$ cat config.mk
export PLATFORM = sky130hd
export DESIGN_NAME = rgb_to_hsv_converter_core_flat
export DESIGN_NICKNAME = d
export VERILOG_FILES = /design/src/design/rhc_pkg.sv /design/src/design/rhc_if.sv /design/src/design/rhc_front.sv /design/src/design/rhc_div.sv /design/src/design/rhc_back.sv /design/src/design/rgb_to_hsv_converter_core.sv /design/src/flat_wrapper.sv
export SDC_FILE = /design/constraint.sdc
export NUM_CORES = 2
export LEC_CHECK = 0
export BUFFER_PORTS_ARGS = -buffer_cell sky130_fd_sc_hd__buf_4
export CORE_MARGIN = 2
export CORE_UTILIZATION = 65
export CTS_BUF_LIST = sky130_fd_sc_hd__clkbuf_8
export DETAILED_ROUTE_END_ITERATION = 10
export GPL_ROUTABILITY_DRIVEN = 0
export GPL_TIMING_DRIVEN = 0
export MAX_ROUTING_LAYER = met4
export PLACE_DENSITY_LB_ADDON = 0.1
export SLEW_MARGIN = 20
export SYNTH_ARGS = -nofsm -noshare
export SYNTH_HDL_FRONTEND = slang
export SYNTH_SLANG_ARGS = --single-unit
$ cat constraint.sdc
create_clock -name clk -period 31.4 [get_ports clk]
set_input_delay 6.28 -clock clk [delete_from_list [all_inputs] [get_ports clk]]
set_output_delay 6.28 -clock clk [all_outputs]
set_load 0.01 [all_outputs]
$ cat src/design/rhc_pkg.sv
package rhc_pkg;

	// Fixed-point formats of the converter.
	localparam int CHAN_W        = 8;
	localparam int HUE_W         = 13;
	localparam int SAT_W         = 16;
	localparam int HUE_FRAC_BITS = 4;
	localparam int SAT_BITS      = 16;

	// One sector of the hue circle and the whole circle, in hue units.
	localparam int HUE_SECTOR = 60 * (2 ** HUE_FRAC_BITS);
	localparam int HUE_CIRCLE = 6 * HUE_SECTOR;
	localparam int SAT_MAX    = (2 ** SAT_BITS) - 1;

	// Restoring divider geometry. The divisor is twice an 8-bit value, and every
	// numerator fed to the divider stays below divisor * 2^DIV_Q_W.
	localparam int DIV_Q_W = SAT_BITS;
	localparam int DIV_D_W = CHAN_W + 1;
	localparam int DIV_N_W = DIV_Q_W + DIV_D_W;

	localparam int FRONT_STAGES = 3;

	typedef struct packed {
		logic [CHAN_W-1:0] red;
		logic [CHAN_W-1:0] green;
		logic [CHAN_W-1:0] blue;
	} pixel_t;

	typedef struct packed {
		logic [HUE_W-1:0]  hue;
		logic [SAT_W-1:0]  saturation;
		logic [CHAN_W-1:0] brightness;
	} hsv_t;

	typedef enum logic [1:0] {
		SECT_RED,
		SECT_GREEN,
		SECT_BLUE
	} sector_t;

	typedef struct packed {
		logic [HUE_W-1:0] offset;
		logic             neg;
		logic             gray;
	} hue_side_t;

	typedef struct packed {
		logic              black;
		logic [CHAN_W-1:0] brightness;
	} sat_side_t;

endpackage

$ cat src/design/rhc_if.sv
interface rhc_pixel_if;
	import rhc_pkg::*;

	logic   valid;
	logic   ready;
	pixel_t data;

	modport source (output valid, output data, input ready);
	modport sink (input valid, input data, output ready);
endinterface

interface rhc_hsv_if;
	import rhc_pkg::*;

	logic valid;
	logic ready;
	hsv_t data;

	modport source (output valid, output data, input ready);
	modport sink (input valid, input data, output ready);
endinterface

$ cat src/design/rhc_front.sv
module rhc_front (
	input  logic                            clk,
	input  logic [rhc_pkg::FRONT_STAGES-1:0] ld,
	input  rhc_pkg::pixel_t                 pix,
	output logic [rhc_pkg::DIV_N_W-1:0]     n_hue,
	output logic [rhc_pkg::DIV_D_W-1:0]     d_hue,
	output logic [rhc_pkg::DIV_N_W-1:0]     n_sat,
	output logic [rhc_pkg::DIV_D_W-1:0]     d_sat,
	output rhc_pkg::hue_side_t              hue_side,
	output rhc_pkg::sat_side_t              sat_side
);
	import rhc_pkg::*;

	sector_t           sect_c;
	logic [CHAN_W-1:0] mx_c, mn_c, mn_rg_c, opa_c, opb_c;

	sector_t           sect_s1;
	logic [CHAN_W-1:0] mx_s1, mn_s1, opa_s1, opb_s1;

	sector_t           sect_s2;
	logic [CHAN_W-1:0] mx_s2, delta_s2, mag_s2;
	logic              neg_s2;

	logic [HUE_W-1:0]  offset_c;

	logic [DIV_N_W-1:0] n_hue_s3, n_sat_s3;
	logic [DIV_D_W-1:0] d_hue_s3, d_sat_s3;
	hue_side_t          hue_side_s3;
	sat_side_t          sat_side_s3;

	// Largest channel picks the sector; red wins ties, then green.
	always_comb begin
		if (pix.red >= pix.green && pix.red >= pix.blue) begin
			sect_c = SECT_RED;
			mx_c   = pix.red;
			opa_c  = pix.green;
			opb_c  = pix.blue;
		end else if (pix.green >= pix.blue) begin
			sect_c = SECT_GREEN;
			mx_c   = pix.green;
			opa_c  = pix.blue;
			opb_c  = pix.red;
		end else begin
			sect_c = SECT_BLUE;
			mx_c   = pix.blue;
			opa_c  = pix.red;
			opb_c  = pix.green;
		end
		mn_rg_c = (pix.red <= pix.green) ? pix.red : pix.green;
		mn_c    = (mn_rg_c <= pix.blue) ? mn_rg_c : pix.blue;
	end

	always_ff @(posedge clk) begin
		if (ld[0]) begin
			sect_s1 <= sect_c;
			mx_s1   <= mx_c;
			mn_s1   <= mn_c;
			opa_s1  <= opa_c;
			opb_s1  <= opb_c;
		end
	end

	always_ff @(posedge clk) begin
		if (ld[1]) begin
			sect_s2  <= sect_s1;
			mx_s2    <= mx_s1;
			delta_s2 <= mx_s1 - mn_s1;
			neg_s2   <= opa_s1 < opb_s1;
			mag_s2   <= (opa_s1 < opb_s1) ? (opb_s1 - opa_s1) : (opa_s1 - opb_s1);
		end
	end

	always_comb begin
		case (sect_s2)
			SECT_RED:   offset_c = '0;
			SECT_GREEN: offset_c = HUE_W'(2 * HUE_SECTOR);
			SECT_BLUE:  offset_c = HUE_W'(4 * HUE_SECTOR);
			default:    offset_c = '0;
		endcase
	end

	// Numerators carry the half-divisor term so the quotient comes out rounded.
	always_ff @(posedge clk) begin
		if (ld[2]) begin
			n_hue_s3 <= DIV_N_W'(2 * HUE_SECTOR) * DIV_N_W'(mag_s2) + DIV_N_W'(delta_s2);
			d_hue_s3 <= {delta_s2, 1'b0};
			n_sat_s3 <= DIV_N_W'(2 * SAT_MAX) * DIV_N_W'(delta_s2) + DIV_N_W'(mx_s2);
			d_sat_s3 <= {mx_s2, 1'b0};
			hue_side_s3.offset <= offset_c;
			hue_side_s3.neg    <= neg_s2;
			hue_side_s3.gray   <= (delta_s2 == '0);
			sat_side_s3.black      <= (mx_s2 == '0);
			sat_side_s3.brightness <= mx_s2;
		end
	end

	assign n_hue    = n_hue_s3;
	assign d_hue    = d_hue_s3;
	assign n_sat    = n_sat_s3;
	assign d_sat    = d_sat_s3;
	assign hue_side = hue_side_s3;
	assign sat_side = sat_side_s3;

endmodule

$ cat src/design/rhc_div.sv
module rhc_div #(
	parameter int SIDE_W = 1
) (
	input  logic                       clk,
	input  logic [rhc_pkg::DIV_Q_W-1:0] ld,
	input  logic [rhc_pkg::DIV_N_W-1:0] num,
	input  logic [rhc_pkg::DIV_D_W-1:0] dvs,
	input  logic [SIDE_W-1:0]           side_in,
	output logic [rhc_pkg::DIV_Q_W-1:0] quo,
	output logic [SIDE_W-1:0]           side_out
);
	import rhc_pkg::*;

	// Inputs seen by each step.
	logic [DIV_D_W-1:0] rem_i  [DIV_Q_W];
	logic [DIV_Q_W-1:0] num_i  [DIV_Q_W];
	logic [DIV_D_W-1:0] dvs_i  [DIV_Q_W];
	logic [DIV_Q_W-1:0] quo_i  [DIV_Q_W];
	logic [SIDE_W-1:0]  side_i [DIV_Q_W];

	logic [DIV_Q_W-1:0] ge_c;
	logic [DIV_D_W-1:0] nrem_c [DIV_Q_W-1];

	// Registers behind each step; the last step keeps only quotient and sideband.
	logic [DIV_D_W-1:0] rem_s  [DIV_Q_W-1];
	logic [DIV_Q_W-1:0] num_s  [DIV_Q_W-1];
	logic [DIV_D_W-1:0] dvs_s  [DIV_Q_W-1];
	logic [DIV_Q_W-1:0] quo_s  [DIV_Q_W];
	logic [SIDE_W-1:0]  side_s [DIV_Q_W];

	for (genvar k = 0; k < DIV_Q_W; k++) begin : g_step
		logic [DIV_D_W:0] trial;

		if (k == 0) begin : g_first
			assign rem_i[k]  = num[DIV_N_W-1:DIV_Q_W];
			assign num_i[k]  = num[DIV_Q_W-1:0];
			assign dvs_i[k]  = dvs;
			assign quo_i[k]  = '0;
			assign side_i[k] = side_in;
		end else begin : g_next
			assign rem_i[k]  = rem_s[k-1];
			assign num_i[k]  = num_s[k-1];
			assign dvs_i[k]  = dvs_s[k-1];
			assign quo_i[k]  = quo_s[k-1];
			assign side_i[k] = side_s[k-1];
		end

		// One quotient bit: bring down the next numerator bit, subtract if it fits.
		assign trial   = {rem_i[k], num_i[k][DIV_Q_W-1]};
		assign ge_c[k] = trial >= {1'b0, dvs_i[k]};

		if (k < DIV_Q_W - 1) begin : g_rem
			logic [DIV_D_W-1:0] diff;

			// When the divisor fits, the difference is below the divisor, so the
			// low bits of the trial value are enough.
			assign diff      = trial[DIV_D_W-1:0] - dvs_i[k];
			assign nrem_c[k] = ge_c[k] ? diff : trial[DIV_D_W-1:0];
		end
	end

	always_ff @(posedge clk) begin
		for (int k = 0; k < DIV_Q_W; k++) begin
			if (ld[k]) begin
				quo_s[k]  <= {quo_i[k][DIV_Q_W-2:0], ge_c[k]};
				side_s[k] <= side_i[k];
			end
		end
	end

	always_ff @(posedge clk) begin
		for (int k = 0; k < DIV_Q_W - 1; k++) begin
			if (ld[k]) begin
				rem_s[k] <= nrem_c[k];
				num_s[k] <= {num_i[k][DIV_Q_W-2:0], 1'b0};
				dvs_s[k] <= dvs_i[k];
			end
		end
	end

	assign quo      = quo_s[DIV_Q_W-1];
	assign side_out = side_s[DIV_Q_W-1];

endmodule

$ cat src/design/rhc_back.sv
module rhc_back (
	input  logic                        clk,
	input  logic                        ld,
	input  logic [rhc_pkg::DIV_Q_W-1:0] hue_quo,
	input  rhc_pkg::hue_side_t          hue_side,
	input  logic [rhc_pkg::DIV_Q_W-1:0] sat_quo,
	input  rhc_pkg::sat_side_t          sat_side,
	output rhc_pkg::hsv_t               res
);
	import rhc_pkg::*;

	logic        [HUE_W-1:0] hq_c;
	logic signed [HUE_W:0]   sum_c;
	logic signed [HUE_W:0]   wrap_c;
	hsv_t                    res_c;
	hsv_t                    res_s20;

	// The rounded sector quotient never exceeds one sector, so it fits the hue width.
	assign hq_c = hue_quo[HUE_W-1:0];

	always_comb begin
		if (hue_side.neg) begin
			sum_c = $signed({1'b0, hue_side.offset}) - $signed({1'b0, hq_c});
		end else begin
			sum_c = $signed({1'b0, hue_side.offset}) + $signed({1'b0, hq_c});
		end
		// Fold negative red-sector angles and a full turn back onto the circle.
		if (sum_c < 0) begin
			wrap_c = sum_c + $signed((HUE_W + 1)'(HUE_CIRCLE));
		end else if (sum_c >= $signed((HUE_W + 1)'(HUE_CIRCLE))) begin
			wrap_c = sum_c - $signed((HUE_W + 1)'(HUE_CIRCLE));
		end else begin
			wrap_c = sum_c;
		end

		res_c.hue        = hue_side.gray ? '0 : wrap_c[HUE_W-1:0];
		res_c.saturation = sat_side.black ? '0 : sat_quo[SAT_W-1:0];
		res_c.brightness = sat_side.brightness;
	end

	always_ff @(posedge clk) begin
		if (ld) begin
			res_s20 <= res_c;
		end
	end

	assign res = res_s20;

endmodule

$ cat src/design/rgb_to_hsv_converter_core.sv
// RGB to HSV converter. Each beat on the pixel channel carries one 8-bit RGB
// pixel, and each beat on the hsv channel returns its hue (sixteenths of a
// degree, 0 to 5759), saturation (65535 means 1.0, rounded to nearest) and
// brightness (the largest channel). The block is a 20-stage pipeline: three
// stages find the largest and smallest channel, the sector and the rounding
// numerators, sixteen stages run two restoring dividers side by side at one
// quotient bit per stage, and a last stage places the hue on the circle and
// holds the result beat. While the hsv side is ready, a pixel is taken in every
// clock cycle, so the sustained rate is one pixel per cycle. A result is
// offered from the last stage and leaves on an edge where the hsv side is
// ready. Each stage keeps its own valid bit and loads whenever it is empty or
// its successor moves, so empty slots are squeezed out while the output stalls
// and new pixels keep entering until the pipeline is full. Pixels come out in
// the order they went in.
module rgb_to_hsv_converter_core (
	input logic       clk,
	input logic       arst_n,
	rhc_pixel_if.sink pixel,
	rhc_hsv_if.source hsv
);
	import rhc_pkg::*;

	localparam int NST = FRONT_STAGES + DIV_Q_W + 1;

	// Valid bit of every pipeline stage and the load enables derived from them.
	logic [NST-1:0] vld_q;
	logic [NST:0]   ld;

	logic [DIV_N_W-1:0] n_hue, n_sat;
	logic [DIV_D_W-1:0] d_hue, d_sat;
	hue_side_t          hue_side_f, hue_side_d;
	sat_side_t          sat_side_f, sat_side_d;
	logic [DIV_Q_W-1:0] hue_quo, sat_quo;
	hsv_t               res;

	// A stage may take a new beat when it is empty or when its own beat moves on.
	always_comb begin
		ld[NST] = hsv.ready;
		for (int k = NST - 1; k >= 0; k--) begin
			ld[k] = !vld_q[k] || ld[k+1];
		end
	end

	always_ff @(posedge clk or negedge arst_n) begin
		if (!arst_n) begin
			vld_q <= '0;
		end else begin
			if (ld[0]) begin
				vld_q[0] <= pixel.valid;
			end
			for (int k = 1; k < NST; k++) begin
				if (ld[k]) begin
					vld_q[k] <= vld_q[k-1];
				end
			end
		end
	end

	assign pixel.ready = ld[0];

	rhc_front u_front (
		.clk      (clk),
		.ld       (ld[FRONT_STAGES-1:0]),
		.pix      (pixel.data),
		.n_hue    (n_hue),
		.d_hue    (d_hue),
		.n_sat    (n_sat),
		.d_sat    (d_sat),
		.hue_side (hue_side_f),
		.sat_side (sat_side_f)
	);

	// Hue divider: (2*sector*|difference| + delta) / (2*delta).
	rhc_div #(
		.SIDE_W ($bits(hue_side_t))
	) u_div_hue (
		.clk      (clk),
		.ld       (ld[FRONT_STAGES +: DIV_Q_W]),
		.num      (n_hue),
		.dvs      (d_hue),
		.side_in  (hue_side_f),
		.quo      (hue_quo),
		.side_out (hue_side_d)
	);

	// Saturation divider: (2*full_scale*delta + max) / (2*max).
	rhc_div #(
		.SIDE_W ($bits(sat_side_t))
	) u_div_sat (
		.clk      (clk),
		.ld       (ld[FRONT_STAGES +: DIV_Q_W]),
		.num      (n_sat),
		.dvs      (d_sat),
		.side_in  (sat_side_f),
		.quo      (sat_quo),
		.side_out (sat_side_d)
	);

	rhc_back u_back (
		.clk      (clk),
		.ld       (ld[NST-1]),
		.hue_quo  (hue_quo),
		.hue_side (hue_side_d),
		.sat_quo  (sat_quo),
		.sat_side (sat_side_d),
		.res      (res)
	);

	assign hsv.valid = vld_q[NST-1];
	assign hsv.data  = res;

endmodule
$ cat src/flat_wrapper.sv
// flat-port wrapper written by rule: the top's interface ports become plain ports
module rgb_to_hsv_converter_core_flat import rhc_pkg::*;
  (clk, arst_n, pixel_valid, pixel_data, pixel_ready, hsv_valid, hsv_data, hsv_ready);
  rhc_pixel_if pixel_i ();
  rhc_hsv_if hsv_i ();
  input logic clk;
  input logic arst_n;
  input wire logic [$bits(pixel_i.valid)-1:0] pixel_valid;
  input wire logic [$bits(pixel_i.data)-1:0] pixel_data;
  output wire logic [$bits(pixel_i.ready)-1:0] pixel_ready;
  output wire logic [$bits(hsv_i.valid)-1:0] hsv_valid;
  output wire logic [$bits(hsv_i.data)-1:0] hsv_data;
  input wire logic [$bits(hsv_i.ready)-1:0] hsv_ready;
  assign pixel_i.valid = pixel_valid;
  assign pixel_i.data = pixel_data;
  assign pixel_ready = pixel_i.ready;
  assign hsv_valid = hsv_i.valid;
  assign hsv_data = hsv_i.data;
  assign hsv_i.ready = hsv_ready;
  rgb_to_hsv_converter_core u_core (.clk(clk), .arst_n(arst_n), .pixel(pixel_i), .hsv(hsv_i));
endmodule
==> reports/metrics.csv <==
metric;value;unit
worst hold path class;flip-flop to flip-flop;
largest net degree at the start of global routing;63;
post-cts resize count;0;
CP endpoint kind;output pin;
Post-DRT Antenna Nets;0;
Worst-Skew Late Latency;870;ps
Worst-Margin Slew;1080;ps
Post-CTS Setup Bufs;0;
RSZ-0062 raised after global routing;no;
Multi-input gate area;18200;sq um
mux contribution to synthesized area;0.0262;
register area share after synthesis;0.635;
gr ovfl total;0;
worst r2r dst;u_core.u_front.n_sat[24];
max cap viols;0;
Syn. warnings;0;
die width;293;microns
FF-to-FF Start;u_core.u_front.delta_s2[7];
Post-layout nets;4637;
largest family of logic cells by synthesized area;adder cells;
crit path launch type;primary input;
endpoints failing setup;0;
simple-gate portion of the synthesized area;0.0756;
Worst Path Required;25120;ps
routed metal-1 wirelength;32100;microns
Avg Cell Area, Syn;14.0;sq um
Worst Path Buf+Inv;5;
CORE AREA;83300;sq um
CTS tree;built;
HPWL after DPL;62800;microns
post-synthesis compound-gate area fraction;0.0775;
global-route wire length before repair;142000;microns
final count of pins violating max slew;0;
vias in the first global route;30800;
Post-synth EDFFs;1133;
CP arrival;11650;ps
synth unique cells;77;
met2 WL post-DR;46800;microns
Worst Path Max Fanout;36;
Reg area;34500;sq um
setup tns final;0;ps
Setup Skew;55.2;ps
Post-synth ARST share;0.0173;
routed wire length;85000;microns
initial antenna violation count;1;
drt pass-1 iters;5;
cell count along the critical path;13;
I/O pins;67;
fillers;5377;
GRT Util Overall;0.212;
PortBufs;66;
Num CTS Buffers;177;
design area;60100;sq um
Syn Nets;4374;
FMAX;55.8;MHz
die area;86000;sq um
area grow syn2layout;10.5;%
clock transition at the registers of the reported paths;60;ps
period utilisation layout;0.571;
Post-Syn Instances;3888;
Setup crit end;pixel_ready;
drt drc;0;
Sink Count;1153;
fraction of layout cells with a size suffix above 1;0.107;
Relative slew margins;0.277;
Hold Vio Cnt, Final;0;
vias;29600;
reg2reg path depth;18;
Synth Area in Adders;0.115;
Via density;5.51;
met3 WL;2920;microns
Synth Cell Area;54400;sq um
Most used DFF post-synth;edfxtp_1;
CTS root buffer;clkbuf_8;
Die H;293;microns
top layer in use;met4;
CP max-delay cell;nor4_2;
drt wl/cell;15.8;microns
Critical Path Source;hsv_ready;
Initial Util;0.653;
Iter 0 DRT Violations;1367;
row cnt;106;
Place WS;13380;ps
dpl cell area;56700;sq um
Top Family by Delay on Critical Path;simple AND/OR/NAND/NOR gates;
critical path class;primary input to output pin;
Max stage delay on crit path;930;ps
Clock Tree Buf Depth;3;
fin crit period;17930;ps
final worst-path setup slack;13470;ps
utilization after layout;0.721;
Hold-fix buffers, CTS;0;
Crit path top cell by count;buf_12;
status;finished clean;
XOR/XNOR Fraction of Synth Area;0.0381;
H-tree levels;4;
r2r setup slk;24960;ps
post-synthesis register bit count;1153;
crit-path cells;buf_4 -> nor2b_1 -> nand2_2 -> buf_12 -> nor2_1 -> nand2_4 -> buf_12 -> nor4_2 -> nand3_4 -> buf_12 -> nor2_1 -> nand2_2 -> buf_4;
-- worst min path at each step --
| stage | from | endpoint | slack, ps | cells past startpoint |
|---|---|---|---|---|
| after CTS | u_core.u_div_sat.quo_s[10][1] | u_core.u_div_sat.quo_s[11][2] | 380 | 0 |
| after detailed placement | u_core.u_div_sat.side_s[1][68] | u_core.u_back.res[5] | 400 | 0 |
| final | u_core.u_div_sat.num_s[0][103] | u_core.u_div_sat.num_s[0][119] | 390 | 0 |
| after floorplan | u_core.u_div_sat.side_s[1][63] | u_core.u_back.res[0] | 400 | 0 |
| after global placement | u_core.u_div_hue.side_s[1][24] | u_core.u_div_hue.side_s[1][39] | 400 | 0 |
| after global routing | u_core.u_div_hue.side_s[0][117] | u_core.u_div_hue.side_s[1][12] | 390 | 0 |
-- layout make-up --
| cell class | count | share of cell area |
|---|---|---|
| diodes | 2 | 0.0000833 |
| plain buffers | 48 | 0.00321 |
| clock buffers | 188 | 0.0431 |
| clock inverters | 130 | 0.0132 |
| inverters | 420 | 0.0265 |
| multi-input cells | 2267 | 0.303 |
| flip-flops and latches | 1153 | 0.575 |
| well taps | 1080 | 0.0225 |
| repair buffers | 84 | 0.0139 |
-- state kept, by name, summed over array words and instances (netlist names), 13 cells and up --
signal / cells
u_core.u_div_hue.rem_s: 135
u_core.u_div_hue.num_s: 113
u_core.u_div_sat.quo_s: 136
u_core.u_front.n_hue: 13
u_core.u_div_hue.quo_s: 91
u_core.u_div_hue.side_s: 80
u_core.u_div_sat.side_s: 144
u_core.u_div_hue.dvs_s: 37
u_core.vld_q: 20
u_core.u_div_sat.rem_s: 135
u_core.u_back.res: 37
u_core.u_div_sat.num_s: 105
u_core.u_front.n_sat: 25
-- worst register-to-register path, stage by stage (launching register included) --
cell      delay (ps)
edfxtp_1         600
fa_1             640
inv_1            160
fa_1             560
inv_1             50
fa_1             490
inv_1             50
fa_1             500
inv_1             40
ha_1             350
a21o_1           210
a221oi_1         790
o21ai_0          260
xnor2_1          210
nor3_1           440
nand3_1          210
nor3_1           320
nand3b_1         140
xnor2_1          150
-- cell families after synthesis --
kind of cell,after synthesis
AND/OR/NAND/NOR,774
flip-flops,1153
multiplexers,132
XOR/XNOR,235
AO/OA/AOI/OAI,668
buffers and inverters,468
adder cells (fa/ha/maj),458
-- synthesized netlist by cell type (all sizes together), types with 3 or more instances --
library cell  count  area [sq um]
nor4              6          43.8
or2              20           125
nand3b            7          52.6
and2              7          43.8
mux2i            50           500
o211a            10           100
inv             420          1580
nand3            39           195
o21ai            97           485
or3              20           130
a21oi           277          1410
o41a              9           101
nand2b          121           757
xnor2           177          1560
mux2             82           923
o21a             14           105
dfrtp            20           500
nor2b           146           913
o211ai            6          45.0
edfxtp         1133         34000
a211o             4          35.0
nor3b             4          30.0
o41ai            11          96.3
o21bai            7          56.3
ha              387          4840
nand2            56           210
buf               8          42.5
and3             15          93.8
a21o            139          1040
nor2            232           873
a211oi           17           133
a21boi            3          22.5
a31oi            19           119
clkbuf           40           150
nor3             23           131
fa               71          1420
xor2             58           516
o31ai            36           280
nor4b             5          43.8
nand4            67           419
-- layout by cell type, fill, tap and decap left out, types with 96 or more instances in the layout --
cell      netlist  routed
nor2_1        231     231
nand2b_1      121     121
o21ai_0        96      96
ha_1          387     387
edfxtp_1     1133    1133
xnor2_1       176     176
a21o_1        139     139
clkbuf_8        0     188
inv_1         418     467
nor2b_1       146     146
a21oi_1       274     274
-- metrics by stage --
step | std cells | hold slack [ps]
6_report | 5372 | 395
5_1_grt | 5372 | 391
4_1_cts | 5370 | 378
3_5_place_dp | 5052 | 405
3_3_place_gp | 5034 | 400
2_1_floorplan | 3888 | 400
-- metal layers --
metal  track usage  vias up
met5             -        -
li1              -    14700
met4        0.0963        0
met3        0.0395      214
met1         0.213    14200
met2         0.396      495
Power is not shown: default switching activity piles up to over one toggle a cycle in this logic, so the estimate is an artifact.
